<file path="src/rtl/hvs_pkg.sv">
`default_nettype none

package hvs_pkg;

  // Build constants
  localparam int CHANNELS   = 4;   // active supply channels, 1..4
  localparam int LEVEL_BITS = 16;  // level resolution, 8..16

  localparam int SLOTS    = 4;     // output slots, fixed by the stream format
  localparam int SLOT_W   = 16;    // width of one voltage slot
  localparam int STEP_W   = 16;
  localparam int TICK_W   = 32;
  localparam int CFG_W    = 64;
  localparam int CFG_IDX_W = 3;

  localparam int IN_TDATA_W  = 24;
  localparam int IN_TUSER_W  = 2;
  localparam int OUT_TDATA_W = 88;
  localparam int OUT_TUSER_W = 3;

  // Command codes
  localparam logic [1:0] CMD_TICK = 2'd0;
  localparam logic [1:0] CMD_TEST = 2'd1;
  localparam logic [1:0] CMD_BEAM = 2'd2;

  // Sequencer modes
  localparam logic [1:0] MODE_IDLE = 2'd0;
  localparam logic [1:0] MODE_TEST = 2'd1;
  localparam logic [1:0] MODE_BEAM = 2'd2;

  // Event codes
  localparam logic [2:0] EV_NONE  = 3'd0;
  localparam logic [2:0] EV_VSTEP = 3'd1;
  localparam logic [2:0] EV_FSTEP = 3'd2;
  localparam logic [2:0] EV_PASS  = 3'd3;
  localparam logic [2:0] EV_DONE  = 3'd4;
  localparam logic [2:0] EV_FAULT = 3'd5;

  // Register indexes
  localparam logic [CFG_IDX_W-1:0] REG_VOLT_TARGETS = 3'd0;
  localparam logic [CFG_IDX_W-1:0] REG_VOLT_STEP    = 3'd1;
  localparam logic [CFG_IDX_W-1:0] REG_FIL_STEP     = 3'd2;
  localparam logic [CFG_IDX_W-1:0] REG_STEP_TICKS   = 3'd3;
  localparam logic [CFG_IDX_W-1:0] REG_FIL_TICKS    = 3'd4;
  localparam logic [CFG_IDX_W-1:0] REG_INIT_TICKS   = 3'd5;
  localparam logic [CFG_IDX_W-1:0] REG_PROT_EN      = 3'd6;

  typedef struct packed {
    logic [CFG_W-1:0]  voltage_targets;
    logic [STEP_W-1:0] volt_step;
    logic [STEP_W-1:0] filament_step;
    logic [TICK_W-1:0] step_ticks;
    logic [TICK_W-1:0] filament_step_ticks;
    logic [TICK_W-1:0] init_ticks;
    logic              protection_enable;
  } hvs_cfg_t;

  typedef struct packed {
    logic [1:0]  cmd;
    logic [15:0] filament_target;
    logic [3:0]  limit_flags;
  } hvs_item_t;

  typedef struct packed {
    logic [1:0]                   ramp_state;
    logic [SLOTS-1:0][SLOT_W-1:0] volt;
    logic [15:0]                  filament_level;
    logic                         filament_on;
    logic                         limit_set;
    logic [2:0]                   event_res;
  } hvs_result_t;

endpackage

`default_nettype wire

</file>
<file path="src/rtl/hvs_cfg_regs.sv">
`default_nettype none

module hvs_cfg_regs (
  input  wire logic                           clk_i,
  input  wire logic                           rst_ni,
  input  wire logic                           cfg_we_i,
  input  wire logic [hvs_pkg::CFG_IDX_W-1:0]  cfg_index_i,
  input  wire logic [hvs_pkg::CFG_W-1:0]      cfg_data_i,
  output hvs_pkg::hvs_cfg_t                   cfg_o
);
  import hvs_pkg::*;

  hvs_cfg_t cfg_q, cfg_d;

  always_comb begin
    cfg_d = cfg_q;
    if (cfg_we_i) begin
      unique case (cfg_index_i)
        REG_VOLT_TARGETS: cfg_d.voltage_targets     = cfg_data_i;
        REG_VOLT_STEP:    cfg_d.volt_step           = cfg_data_i[STEP_W-1:0];
        REG_FIL_STEP:     cfg_d.filament_step       = cfg_data_i[STEP_W-1:0];
        REG_STEP_TICKS:   cfg_d.step_ticks          = cfg_data_i[TICK_W-1:0];
        REG_FIL_TICKS:    cfg_d.filament_step_ticks = cfg_data_i[TICK_W-1:0];
        REG_INIT_TICKS:   cfg_d.init_ticks          = cfg_data_i[TICK_W-1:0];
        REG_PROT_EN:      cfg_d.protection_enable   = cfg_data_i[0];
        default: ;  // unmapped index, write dropped
      endcase
    end
  end

  always_ff @(posedge clk_i or negedge rst_ni) begin
    if (!rst_ni) begin
      cfg_q.voltage_targets     <= '0;
      cfg_q.volt_step           <= STEP_W'(1);
      cfg_q.filament_step       <= STEP_W'(1);
      cfg_q.step_ticks          <= '0;
      cfg_q.filament_step_ticks <= '0;
      cfg_q.init_ticks          <= '0;
      cfg_q.protection_enable   <= 1'b1;
    end else begin
      cfg_q <= cfg_d;
    end
  end

  assign cfg_o = cfg_q;

endmodule

`default_nettype wire

</file>
<file path="src/rtl/hvs_seq_core.sv">
`default_nettype none

module hvs_seq_core (
  input  wire logic               clk_i,
  input  wire logic               rst_ni,
  input  wire hvs_pkg::hvs_cfg_t  cfg_i,
  input  wire logic               advance_i,
  input  wire hvs_pkg::hvs_item_t item_i,
  output hvs_pkg::hvs_result_t    result_o
);
  import hvs_pkg::*;

  localparam int SUM_W = ((LEVEL_BITS > STEP_W) ? LEVEL_BITS : STEP_W) + 1;

  typedef logic [LEVEL_BITS-1:0] level_t;

  function automatic level_t sat_toward(level_t lvl, logic [STEP_W-1:0] stp, level_t goal);
    logic [SUM_W-1:0] sum;
    sum = SUM_W'(lvl) + SUM_W'(stp);
    if (sum > SUM_W'(goal)) return goal;
    return sum[LEVEL_BITS-1:0];
  endfunction

  logic [1:0]        mode_q, mode_d;
  level_t            lvl_q [CHANNELS];
  level_t            lvl_d [CHANNELS];
  level_t            tgt_q [CHANNELS];
  level_t            tgt_d [CHANNELS];
  level_t            step_lvl [CHANNELS];
  logic              zeroed_q, zeroed_d;
  level_t            fil_lvl_q, fil_lvl_d;
  level_t            fil_goal_q, fil_goal_d;
  logic              fil_en_q, fil_en_d;
  logic              beam_lim_q, beam_lim_d;
  logic [TICK_W-1:0] elapsed_q, elapsed_d;
  logic [TICK_W-1:0] el_inc;
  logic [2:0]        ev;
  logic              all_zero, all_on, do_vstep, fault_hit;

  for (genvar g = 0; g < CHANNELS; g++) begin : g_step
    assign step_lvl[g] = sat_toward(lvl_q[g], cfg_i.volt_step, tgt_q[g]);
  end

  assign el_inc = (elapsed_q == '1) ? elapsed_q : elapsed_q + TICK_W'(1);

  always_comb begin
    mode_d     = mode_q;
    lvl_d      = lvl_q;
    tgt_d      = tgt_q;
    zeroed_d   = zeroed_q;
    fil_lvl_d  = fil_lvl_q;
    fil_goal_d = fil_goal_q;
    fil_en_d   = fil_en_q;
    beam_lim_d = beam_lim_q;
    elapsed_d  = elapsed_q;
    ev         = EV_NONE;
    do_vstep   = 1'b0;
    fault_hit  = 1'b0;
    all_zero   = 1'b1;
    all_on     = 1'b1;
    for (int i = 0; i < CHANNELS; i++) begin
      if (lvl_q[i] != '0) all_zero = 1'b0;
      if (lvl_q[i] != tgt_q[i]) all_on = 1'b0;
    end

    unique case (item_i.cmd)
      CMD_TEST, CMD_BEAM: begin
        for (int i = 0; i < CHANNELS; i++) begin
          lvl_d[i] = '0;
          tgt_d[i] = cfg_i.voltage_targets[SLOT_W*i +: LEVEL_BITS];
        end
        mode_d     = (item_i.cmd == CMD_BEAM) ? MODE_BEAM : MODE_TEST;
        zeroed_d   = 1'b1;
        fil_lvl_d  = '0;
        fil_goal_d = (item_i.cmd == CMD_BEAM) ? item_i.filament_target[LEVEL_BITS-1:0] : '0;
        fil_en_d   = 1'b0;
        beam_lim_d = (item_i.cmd == CMD_BEAM);
        elapsed_d  = '0;
      end
      CMD_TICK: begin
        elapsed_d = el_inc;
        if (mode_q == MODE_TEST || mode_q == MODE_BEAM) begin
          if (mode_q == MODE_BEAM && fil_goal_q != fil_lvl_q) begin
            // filament ramps first, voltages wait
            if (el_inc >= cfg_i.filament_step_ticks) begin
              if (fil_lvl_q == '0) begin
                fil_en_d   = 1'b1;
                beam_lim_d = 1'b1;
              end
              fil_lvl_d = sat_toward(fil_lvl_q, cfg_i.filament_step, fil_goal_q);
              elapsed_d = '0;
              ev        = EV_FSTEP;
            end
          end else if (all_zero) begin
            do_vstep = (el_inc >= cfg_i.init_ticks);
          end else if (!all_on) begin
            do_vstep = (el_inc >= cfg_i.step_ticks);
          end else begin
            mode_d = MODE_IDLE;
            if (mode_q == MODE_TEST) begin
              zeroed_d = 1'b1;
              ev       = EV_PASS;
            end else begin
              ev = EV_DONE;
            end
          end
          if (do_vstep) begin
            lvl_d     = step_lvl;
            zeroed_d  = 1'b0;
            elapsed_d = '0;
            ev        = EV_VSTEP;
          end
        end
        // protection looks at levels after this tick's step, also when idle
        for (int i = 0; i < CHANNELS; i++) begin
          if (tgt_q[i] != '0 && lvl_d[i] != '0 && item_i.limit_flags[i]) fault_hit = 1'b1;
        end
        if (cfg_i.protection_enable && fault_hit) begin
          fil_en_d = 1'b0;
          mode_d   = MODE_IDLE;
          ev       = EV_FAULT;
        end
      end
      default: ;  // unused command, state kept
    endcase
  end

  always_ff @(posedge clk_i or negedge rst_ni) begin
    if (!rst_ni) begin
      mode_q     <= MODE_IDLE;
      zeroed_q   <= 1'b1;
      fil_lvl_q  <= '0;
      fil_goal_q <= '0;
      fil_en_q   <= 1'b0;
      beam_lim_q <= 1'b0;
      elapsed_q  <= '0;
      for (int i = 0; i < CHANNELS; i++) begin
        lvl_q[i] <= '0;
        tgt_q[i] <= '0;
      end
    end else if (advance_i) begin
      mode_q     <= mode_d;
      lvl_q      <= lvl_d;
      tgt_q      <= tgt_d;
      zeroed_q   <= zeroed_d;
      fil_lvl_q  <= fil_lvl_d;
      fil_goal_q <= fil_goal_d;
      fil_en_q   <= fil_en_d;
      beam_lim_q <= beam_lim_d;
      elapsed_q  <= elapsed_d;
    end
  end

  // result reflects the state after this item
  always_comb begin
    result_o.ramp_state = mode_d;
    for (int s = 0; s < SLOTS; s++) begin
      result_o.volt[s] = '0;
    end
    for (int i = 0; i < CHANNELS; i++) begin
      result_o.volt[i] = zeroed_d ? '0 : SLOT_W'(lvl_d[i]);
    end
    result_o.filament_level = 16'(fil_lvl_d);
    result_o.filament_on    = fil_en_d;
    result_o.limit_set      = beam_lim_d;
    result_o.event_res      = ev;
  end

  // Assertions
  a_fault_stops : assert property (@(posedge clk_i) disable iff (!rst_ni)
    advance_i && ev == EV_FAULT |=> mode_q == MODE_IDLE && !fil_en_q)
    else $error("fault did not stop the sequence");

  a_vstep_clears : assert property (@(posedge clk_i) disable iff (!rst_ni)
    advance_i && ev == EV_VSTEP |=> elapsed_q == '0 && !zeroed_q)
    else $error("voltage step left timer or zeroing set");

  a_fil_lim : assert property (@(posedge clk_i) disable iff (!rst_ni)
    fil_en_q |-> beam_lim_q && fil_lvl_q <= fil_goal_q)
    else $error("filament on without beam limits or above goal");

  for (genvar g = 0; g < CHANNELS; g++) begin : g_chk
    a_lvl_cap : assert property (@(posedge clk_i) disable iff (!rst_ni)
      lvl_q[g] <= tgt_q[g])
      else $error("channel level above its target");
  end

endmodule

`default_nettype wire

</file>
<file path="src/rtl/hv_supply_ramp_sequencer.sv">
// Channel     Dir  Handshake                   Payload
// s_axis      in   s_axis_tvalid/tready        tuser: cmd; tdata: filament_target, limit_flags
// m_axis      out  m_axis_tvalid/tready        tuser: event_res; tdata: state, levels
// cfg         in   cfg_we_i (no wait)          cfg_index_i, cfg_data_i
//
// One result per input transfer; a transfer can be taken every cycle while
// m_axis is not stalled. Each item passes the input register, then the
// single-pass update into the result register.
// Stalls: the input register refills as the result register drains, so a held
// m_axis_tready stops s_axis only once both registers are full.
// Reset (rst_ni low, async): sequencer idle, levels zero, m_axis_tvalid low
// (result payload not reset), register file at its defaults.
`default_nettype none

module hv_supply_ramp_sequencer (
  input  wire logic                            clk_i,
  input  wire logic                            rst_ni,
  // input stream
  input  wire logic                            s_axis_tvalid,
  output      logic                            s_axis_tready,
  // [15:0] filament_target, [19:16] limit_flags, [23:20] zero
  input  wire logic [hvs_pkg::IN_TDATA_W-1:0]  s_axis_tdata,
  // [1:0] cmd
  input  wire logic [hvs_pkg::IN_TUSER_W-1:0]  s_axis_tuser,
  // result stream
  output      logic                            m_axis_tvalid,
  input  wire logic                            m_axis_tready,
  // [1:0] ramp_state, [17:2] volt_ch0, [33:18] volt_ch1, [49:34] volt_ch2,
  // [65:50] volt_ch3, [81:66] filament_level, [82] filament_on,
  // [83] limit_set, [87:84] zero
  output      logic [hvs_pkg::OUT_TDATA_W-1:0] m_axis_tdata,
  // [2:0] event_res
  output      logic [hvs_pkg::OUT_TUSER_W-1:0] m_axis_tuser,
  // configuration writes
  input  wire logic                            cfg_we_i,
  input  wire logic [hvs_pkg::CFG_IDX_W-1:0]   cfg_index_i,
  input  wire logic [hvs_pkg::CFG_W-1:0]       cfg_data_i
);
  import hvs_pkg::*;

  hvs_cfg_t    cfg;
  hvs_item_t   item_q;
  hvs_result_t res_d, res_q;
  logic        in_vld_q, in_vld_d;
  logic        out_vld_q, out_vld_d;
  logic        advance, s_xfer;

  // item moves from input register to result register
  assign advance       = in_vld_q && (!out_vld_q || m_axis_tready);
  assign s_axis_tready = !in_vld_q || advance;
  assign s_xfer        = s_axis_tvalid && s_axis_tready;

  assign in_vld_d  = s_xfer || (in_vld_q && !advance);
  assign out_vld_d = advance || (out_vld_q && !m_axis_tready);

  always_ff @(posedge clk_i or negedge rst_ni) begin
    if (!rst_ni) begin
      in_vld_q  <= 1'b0;
      out_vld_q <= 1'b0;
    end else begin
      in_vld_q  <= in_vld_d;
      out_vld_q <= out_vld_d;
    end
  end

  // payload registers, no reset
  always_ff @(posedge clk_i) begin
    if (s_xfer) begin
      item_q.cmd             <= s_axis_tuser[1:0];
      item_q.filament_target <= s_axis_tdata[15:0];
      item_q.limit_flags     <= s_axis_tdata[19:16];
    end
    if (advance) begin
      res_q <= res_d;
    end
  end

  hvs_cfg_regs u_cfg (
    .clk_i,
    .rst_ni,
    .cfg_we_i,
    .cfg_index_i,
    .cfg_data_i,
    .cfg_o (cfg)
  );

  hvs_seq_core u_core (
    .clk_i,
    .rst_ni,
    .cfg_i     (cfg),
    .advance_i (advance),
    .item_i    (item_q),
    .result_o  (res_d)
  );

  assign m_axis_tvalid = out_vld_q;
  assign m_axis_tdata  = {4'b0, res_q.limit_set, res_q.filament_on, res_q.filament_level,
                          res_q.volt[3], res_q.volt[2], res_q.volt[1], res_q.volt[0],
                          res_q.ramp_state};
  assign m_axis_tuser  = res_q.event_res;

endmodule

`default_nettype wire

</file>
<file path="config.mk">
export PLATFORM = sky130hd
export DESIGN_NAME = hv_supply_ramp_sequencer
export DESIGN_NICKNAME = d
export VERILOG_FILES = /design/src/rtl/hvs_pkg.sv /design/src/rtl/hvs_cfg_regs.sv /design/src/rtl/hvs_seq_core.sv /design/src/rtl/hv_supply_ramp_sequencer.sv
export SDC_FILE = /design/constraint.sdc
export NUM_CORES = 1
export LEC_CHECK = 0
export BUFFER_PORTS_ARGS = -buffer_cell sky130_fd_sc_hd__buf_4
export CELL_PAD_IN_SITES_DETAIL_PLACEMENT = 0
export CELL_PAD_IN_SITES_GLOBAL_PLACEMENT = 1
export CORE_MARGIN = 4
export CORE_UTILIZATION = 45
export CTS_CLUSTER_SIZE = 12
export DETAILED_ROUTE_END_ITERATION = 10
export PLACE_DENSITY_LB_ADDON = 0.1
export SLEW_MARGIN = 5
export SYNTH_ARGS = -nofsm -noshare
export SYNTH_HDL_FRONTEND = slang
export SYNTH_SLANG_ARGS = --single-unit
</file>
<file path="constraint.sdc">
create_clock -name clk_i -period 5.97 [get_ports clk_i]
set_clock_uncertainty 0.05 [all_clocks]
set_input_delay 1.791 -clock clk_i [delete_from_list [all_inputs] [get_ports clk_i]]
set_output_delay 1.791 -clock clk_i [all_outputs]
set_load 0.01 [all_outputs]
</file>
==> impl_metrics.toml <==
[worst_hold_path]
timing.hold.worst.class = "reg2reg"
worstHoldEndpoint = "m_axis_tvalid"
hold_path_depth = 1
holdCritStartpoint = "in_vld_q"

[layout]
ant_diodes = 0
layout.cells.most_common_list = "386 x sky130_fd_sc_hd__dfrtp_1, 336 x sky130_fd_sc_hd__buf_4, 259 x sky130_fd_sc_hd__ha_1"
finish.net_count = 3738
layout.filler_cells = 6050
mostFrequentLayoutCell = "sky130_fd_sc_hd__dfrtp_1"
area_delta_synth_final_pct = 19.1
final_layout_size_suffix_gt1_share_pct = 22.4

[timing]
slew_headroom_pct = 39.9
fmax_mhz = 174
worstMarginPinSlew_ns = 0.901
timing.final.crit_period_ns = 5.75
layout_worst_path_cycle_share_pct = 96.4
final_critical_path_setup_slack_ns = 0.216
final_hold_viol_count = 0
slew_viol_final = 0
timing.final.setup_violations = 0

[worst_setup_path]
max_stage_delay_ns = 0.72
critPathArrivalTime_ns = 6.26
cp_max_fo = 5
timing.critical_path.cells = "ha_4 -> inv_1 -> fa_1 -> nand2b_1 -> a211oi_2 -> o21ai_1 -> buf_4 -> a211o_1 -> o211ai_1 -> ha_1 -> nand2_1 -> nor3_1 -> a211o_1 -> a221o_1 -> a21oi_2 -> nand3_2 -> or3_4 -> a2111oi_4 -> o22ai_2 -> a2111o_1 -> o21ai_2 -> a22o_1"
terminus_of_the_critical_flop_to_flop_path = "u_core.mode_q[1]"
reg2reg_depth = 22
worst_path_max_delay_cell = "sky130_fd_sc_hd__dfstp_4"
timing.setup.critical_path_class = "reg2reg"
critical_path.most_common_cell = "sky130_fd_sc_hd__a211o_1"
r2r_slack_ns = 0.22
worst_setup_path_end_kind = "flop"
crit_path_start_kind = "flop"
regToRegStartpoint = "u_cfg.cfg_o[113]"
cp_data_required_time_ns = 6.48

[logic_synthesis]
synth_xor_area_share_pct = 4.83
synth_async_sr_flop_share_pct = 78.2
synthCells = 3083
yosysSeqAreaShare_pct = 42.4
post_synth_fa_ha_maj_area_fraction_pct = 11.0
yosysUniqueCellTypes = 81
yosys_register_bits = 501
synthSimpleGateAreaFrac_pct = 11.8
mapped_area_um2 = 30900
synth_top_family_by_area = "compound AO/OA/AOI/OAI gates"
synth.yosys.warnings = 0
synth-compound-area-share_pct = 15.5
post_synth.cell_area_avg_um2 = 10.0
synth-edff-count = 109
post_synthesis_mux_area_share_pct = 10.3
synth_top_flop_cell = "sky130_fd_sc_hd__dfrtp_1"

[run]
max-cap-violations = 0

[drt]
ant_nets = 0
firstDrtPassIters = 7
vias = 24800
drt_drc_violations_left = 0
finalWirelength_mm = 98.8
drt_iter0_drc = 1773
avg_wl_per_cell_um = 23.0
vias_per_cell = 5.78

[power]
p_switching_mw = 4.44
clkPwrFrac_pct = 29.6
peakVddDrop_mv = 0.222
internal-power_mw = 8.03
power_frac_comb_pct = 32.1
power-per-cell-area_nw_per_um2 = 339
seq_power_share_pct = 38.3
cellLeakagePower_nw = 16.8
finalPower_mw = 12.5
switching_share_pct = 35.6

[floorplan]
std_cell_rows = 95
ios = 191
start_util_pct = 45.7
die_area_um2 = 72800
die_w_um = 270
core_region_area_um2 = 67500
die_y_um = 270

[place]
hpwl_mm = 74.4
port-buffer-count = 182
preCtsSetupSlack_ns = -0.171
finalWeightedCongestion = 0.996

[global_routing]
gr-usage-all-layers_pct = 26.4
grt_max_degree = 129
overflow = 0
first_pass_grt_wire_length_mm = 150
antenna_found_initial = 5
first_global_vias = 24900

[cts]
clock_tree.htree_level_count = 2
worst_skew_pair.late_latency_ns = 0.64
clock-root-buffer = "sky130_fd_sc_hd__clkbuf_16"
clock_pin_slew_on_the_worst_setup_and_hold_paths_ns = 0.06
tritoncts = "built"
clk_path_buf_depth = 3
numClockSinks = 501
tritoncts.num_buffers = 57
cts_hold_buffers = 0

[outcome]
outcome = "finished, final reports clean"
[power by group through the flow]
stage | registers, mW | logic, mW | clock network (mW)
6_report | 4.77 | 4.00 | 3.69
5_1_grt | 4.83 | 4.43 | 3.93
4_1_cts | 4.76 | 3.90 | 3.77
3_5_place_dp | 4.82 | 3.87 | 0
3_3_place_gp | 4.81 | 3.79 | 0
2_1_floorplan | 4.48 | 2.62 | 0
[per-stage QoR]
step / setup TNS, ns / instances / utilization (%) / hold WS, ns / instance area (µm²)
3_5_place_dp: -1.09 / 4180 / 50.9 / 0.442 / 34400
4_1_cts: 0 / 4287 / 53.9 / 0.451 / 36400
3_3_place_gp: -0.890 / 4180 / 50.9 / 0.424 / 34400
6_report: 0 / 4293 / 54.4 / 0.450 / 36800
5_1_grt: -0.0146 / 4293 / 54.4 / 0.459 / 36800
2_1_floorplan: 0 / 3086 / - / 0.405 / 30900
[state kept, by name (all words and copies together), names as in the netlist]
name	flops
u_core.lvl_q	64
m_axis_tdata	84
u_core.zeroed_q	1
m_axis_tvalid	1
u_core.fil_lvl_q	16
u_core.beam_lim_q	1
u_core.fil_goal_q	16
u_core.fil_en_q	1
item_q	22
u_core.elapsed_q	32
u_core.mode_q	2
u_cfg.cfg_o	193
u_core.tgt_q	64
m_axis_tuser	3
in_vld_q	1
[timing repair]
action	in CTS	in global routing
resized for setup	6	59
pin swaps	0	20
setup endpoints to repair	9	39
setup buffers	0	4
gates cloned	0	2
[how the worst max path moves through the flow]
stage | startpoint | end | cells past startpoint
6_report | u_cfg.cfg_o[113] | u_core.mode_q[1] | 22
3_5_place_dp | u_core.elapsed_q[9] | m_axis_tdata[1] | 26
2_1_floorplan | u_core.elapsed_q[29] | m_axis_tdata[10] | 26
4_1_cts | u_core.elapsed_q[9] | m_axis_tdata[0] | 27
5_1_grt | u_cfg.cfg_o[113] | u_core.mode_q[1] | 23
3_3_place_gp | u_core.elapsed_q[11] | m_axis_tuser[1] | 24
[synthesized netlist by cell type (12+ instances only)]
| master | instances | area [µm²] |
|---|---|---|
| sky130_fd_sc_hd__a211oi_1 | 22 | 165 |
| sky130_fd_sc_hd__a21o_1 | 58 | 435 |
| sky130_fd_sc_hd__a21oi_1 | 213 | 1070 |
| sky130_fd_sc_hd__a22o_1 | 21 | 184 |
| sky130_fd_sc_hd__a22oi_1 | 22 | 165 |
| sky130_fd_sc_hd__a31oi_1 | 13 | 81.3 |
| sky130_fd_sc_hd__a32o_1 | 26 | 260 |
| sky130_fd_sc_hd__and2_1 | 22 | 138 |
| sky130_fd_sc_hd__and3_1 | 19 | 119 |
| sky130_fd_sc_hd__buf_1 | 13 | 48.8 |
| sky130_fd_sc_hd__clkbuf_1 | 100 | 375 |
| sky130_fd_sc_hd__dfrtp_1 | 388 | 9710 |
| sky130_fd_sc_hd__edfxtp_1 | 109 | 3270 |
| sky130_fd_sc_hd__ha_1 | 263 | 3290 |
| sky130_fd_sc_hd__inv_1 | 206 | 773 |
| sky130_fd_sc_hd__mux2_2 | 232 | 2610 |
| sky130_fd_sc_hd__mux2i_1 | 55 | 551 |
| sky130_fd_sc_hd__nand2_1 | 224 | 841 |
| sky130_fd_sc_hd__nand2b_1 | 27 | 169 |
| sky130_fd_sc_hd__nand3_1 | 35 | 175 |
| sky130_fd_sc_hd__nand4_1 | 67 | 419 |
| sky130_fd_sc_hd__nor2_1 | 221 | 830 |
| sky130_fd_sc_hd__nor3_1 | 45 | 225 |
| sky130_fd_sc_hd__nor4_1 | 45 | 282 |
| sky130_fd_sc_hd__o211ai_1 | 18 | 135 |
| sky130_fd_sc_hd__o21a_1 | 21 | 158 |
| sky130_fd_sc_hd__o21ai_0 | 205 | 1030 |
| sky130_fd_sc_hd__o21bai_1 | 17 | 128 |
| sky130_fd_sc_hd__o22ai_1 | 29 | 181 |
| sky130_fd_sc_hd__or3_1 | 12 | 75.1 |
| sky130_fd_sc_hd__xnor2_1 | 134 | 1170 |
| sky130_fd_sc_hd__xor2_1 | 36 | 315 |
[routing by layer]
layer	share of wire [%]	global-route usage (%)	vias up	routed length, µm
met5	0	0	-	0
met4	3.2	7.97	0	3170
met1	44	35.4	12300	43400
met2	48	44.3	629	47100
li1	-	-	11800	-
met3	5.2	4.23	144	5160
[kinds of logic (layout without fill, tap and decap cells)]
group | after synthesis | in the layout
AND/OR/NAND/NOR | 765 | 765
AO/OA/AOI/OAI | 755 | 755
flip-flops | 501 | 501
buffers and inverters | 336 | 670
multiplexers | 287 | 287
adder cells (fa/ha/maj) | 268 | 268
XOR/XNOR | 170 | 170
other | 1 | 4
[cell type report]
cell class	instances	area (µm²)	share of cell area (%)
clock buffers	85	1750	4.75
multi-input cells	2249	16900	45.9
clock inverters	22	249	0.678
flip-flops and latches	501	13100	35.6
well taps	873	1090	2.97
inverters	208	783	2.13
repair buffers	355	2910	7.91
[worst max-delay path, delay by kind of cell (launching register included)]
| kind | cells | cell delay, ns |
|---|---|---|
| buffers and inverters | 2 | 0.23 |
| AND/OR/NAND/NOR | 5 | 0.91 |
| AO/OA/AOI/OAI | 12 | 2.91 |
| flip-flops | 1 | 0.72 |
| adder cells (fa/ha/maj) | 3 | 0.87 |
(Power assumes the default switching activity.)
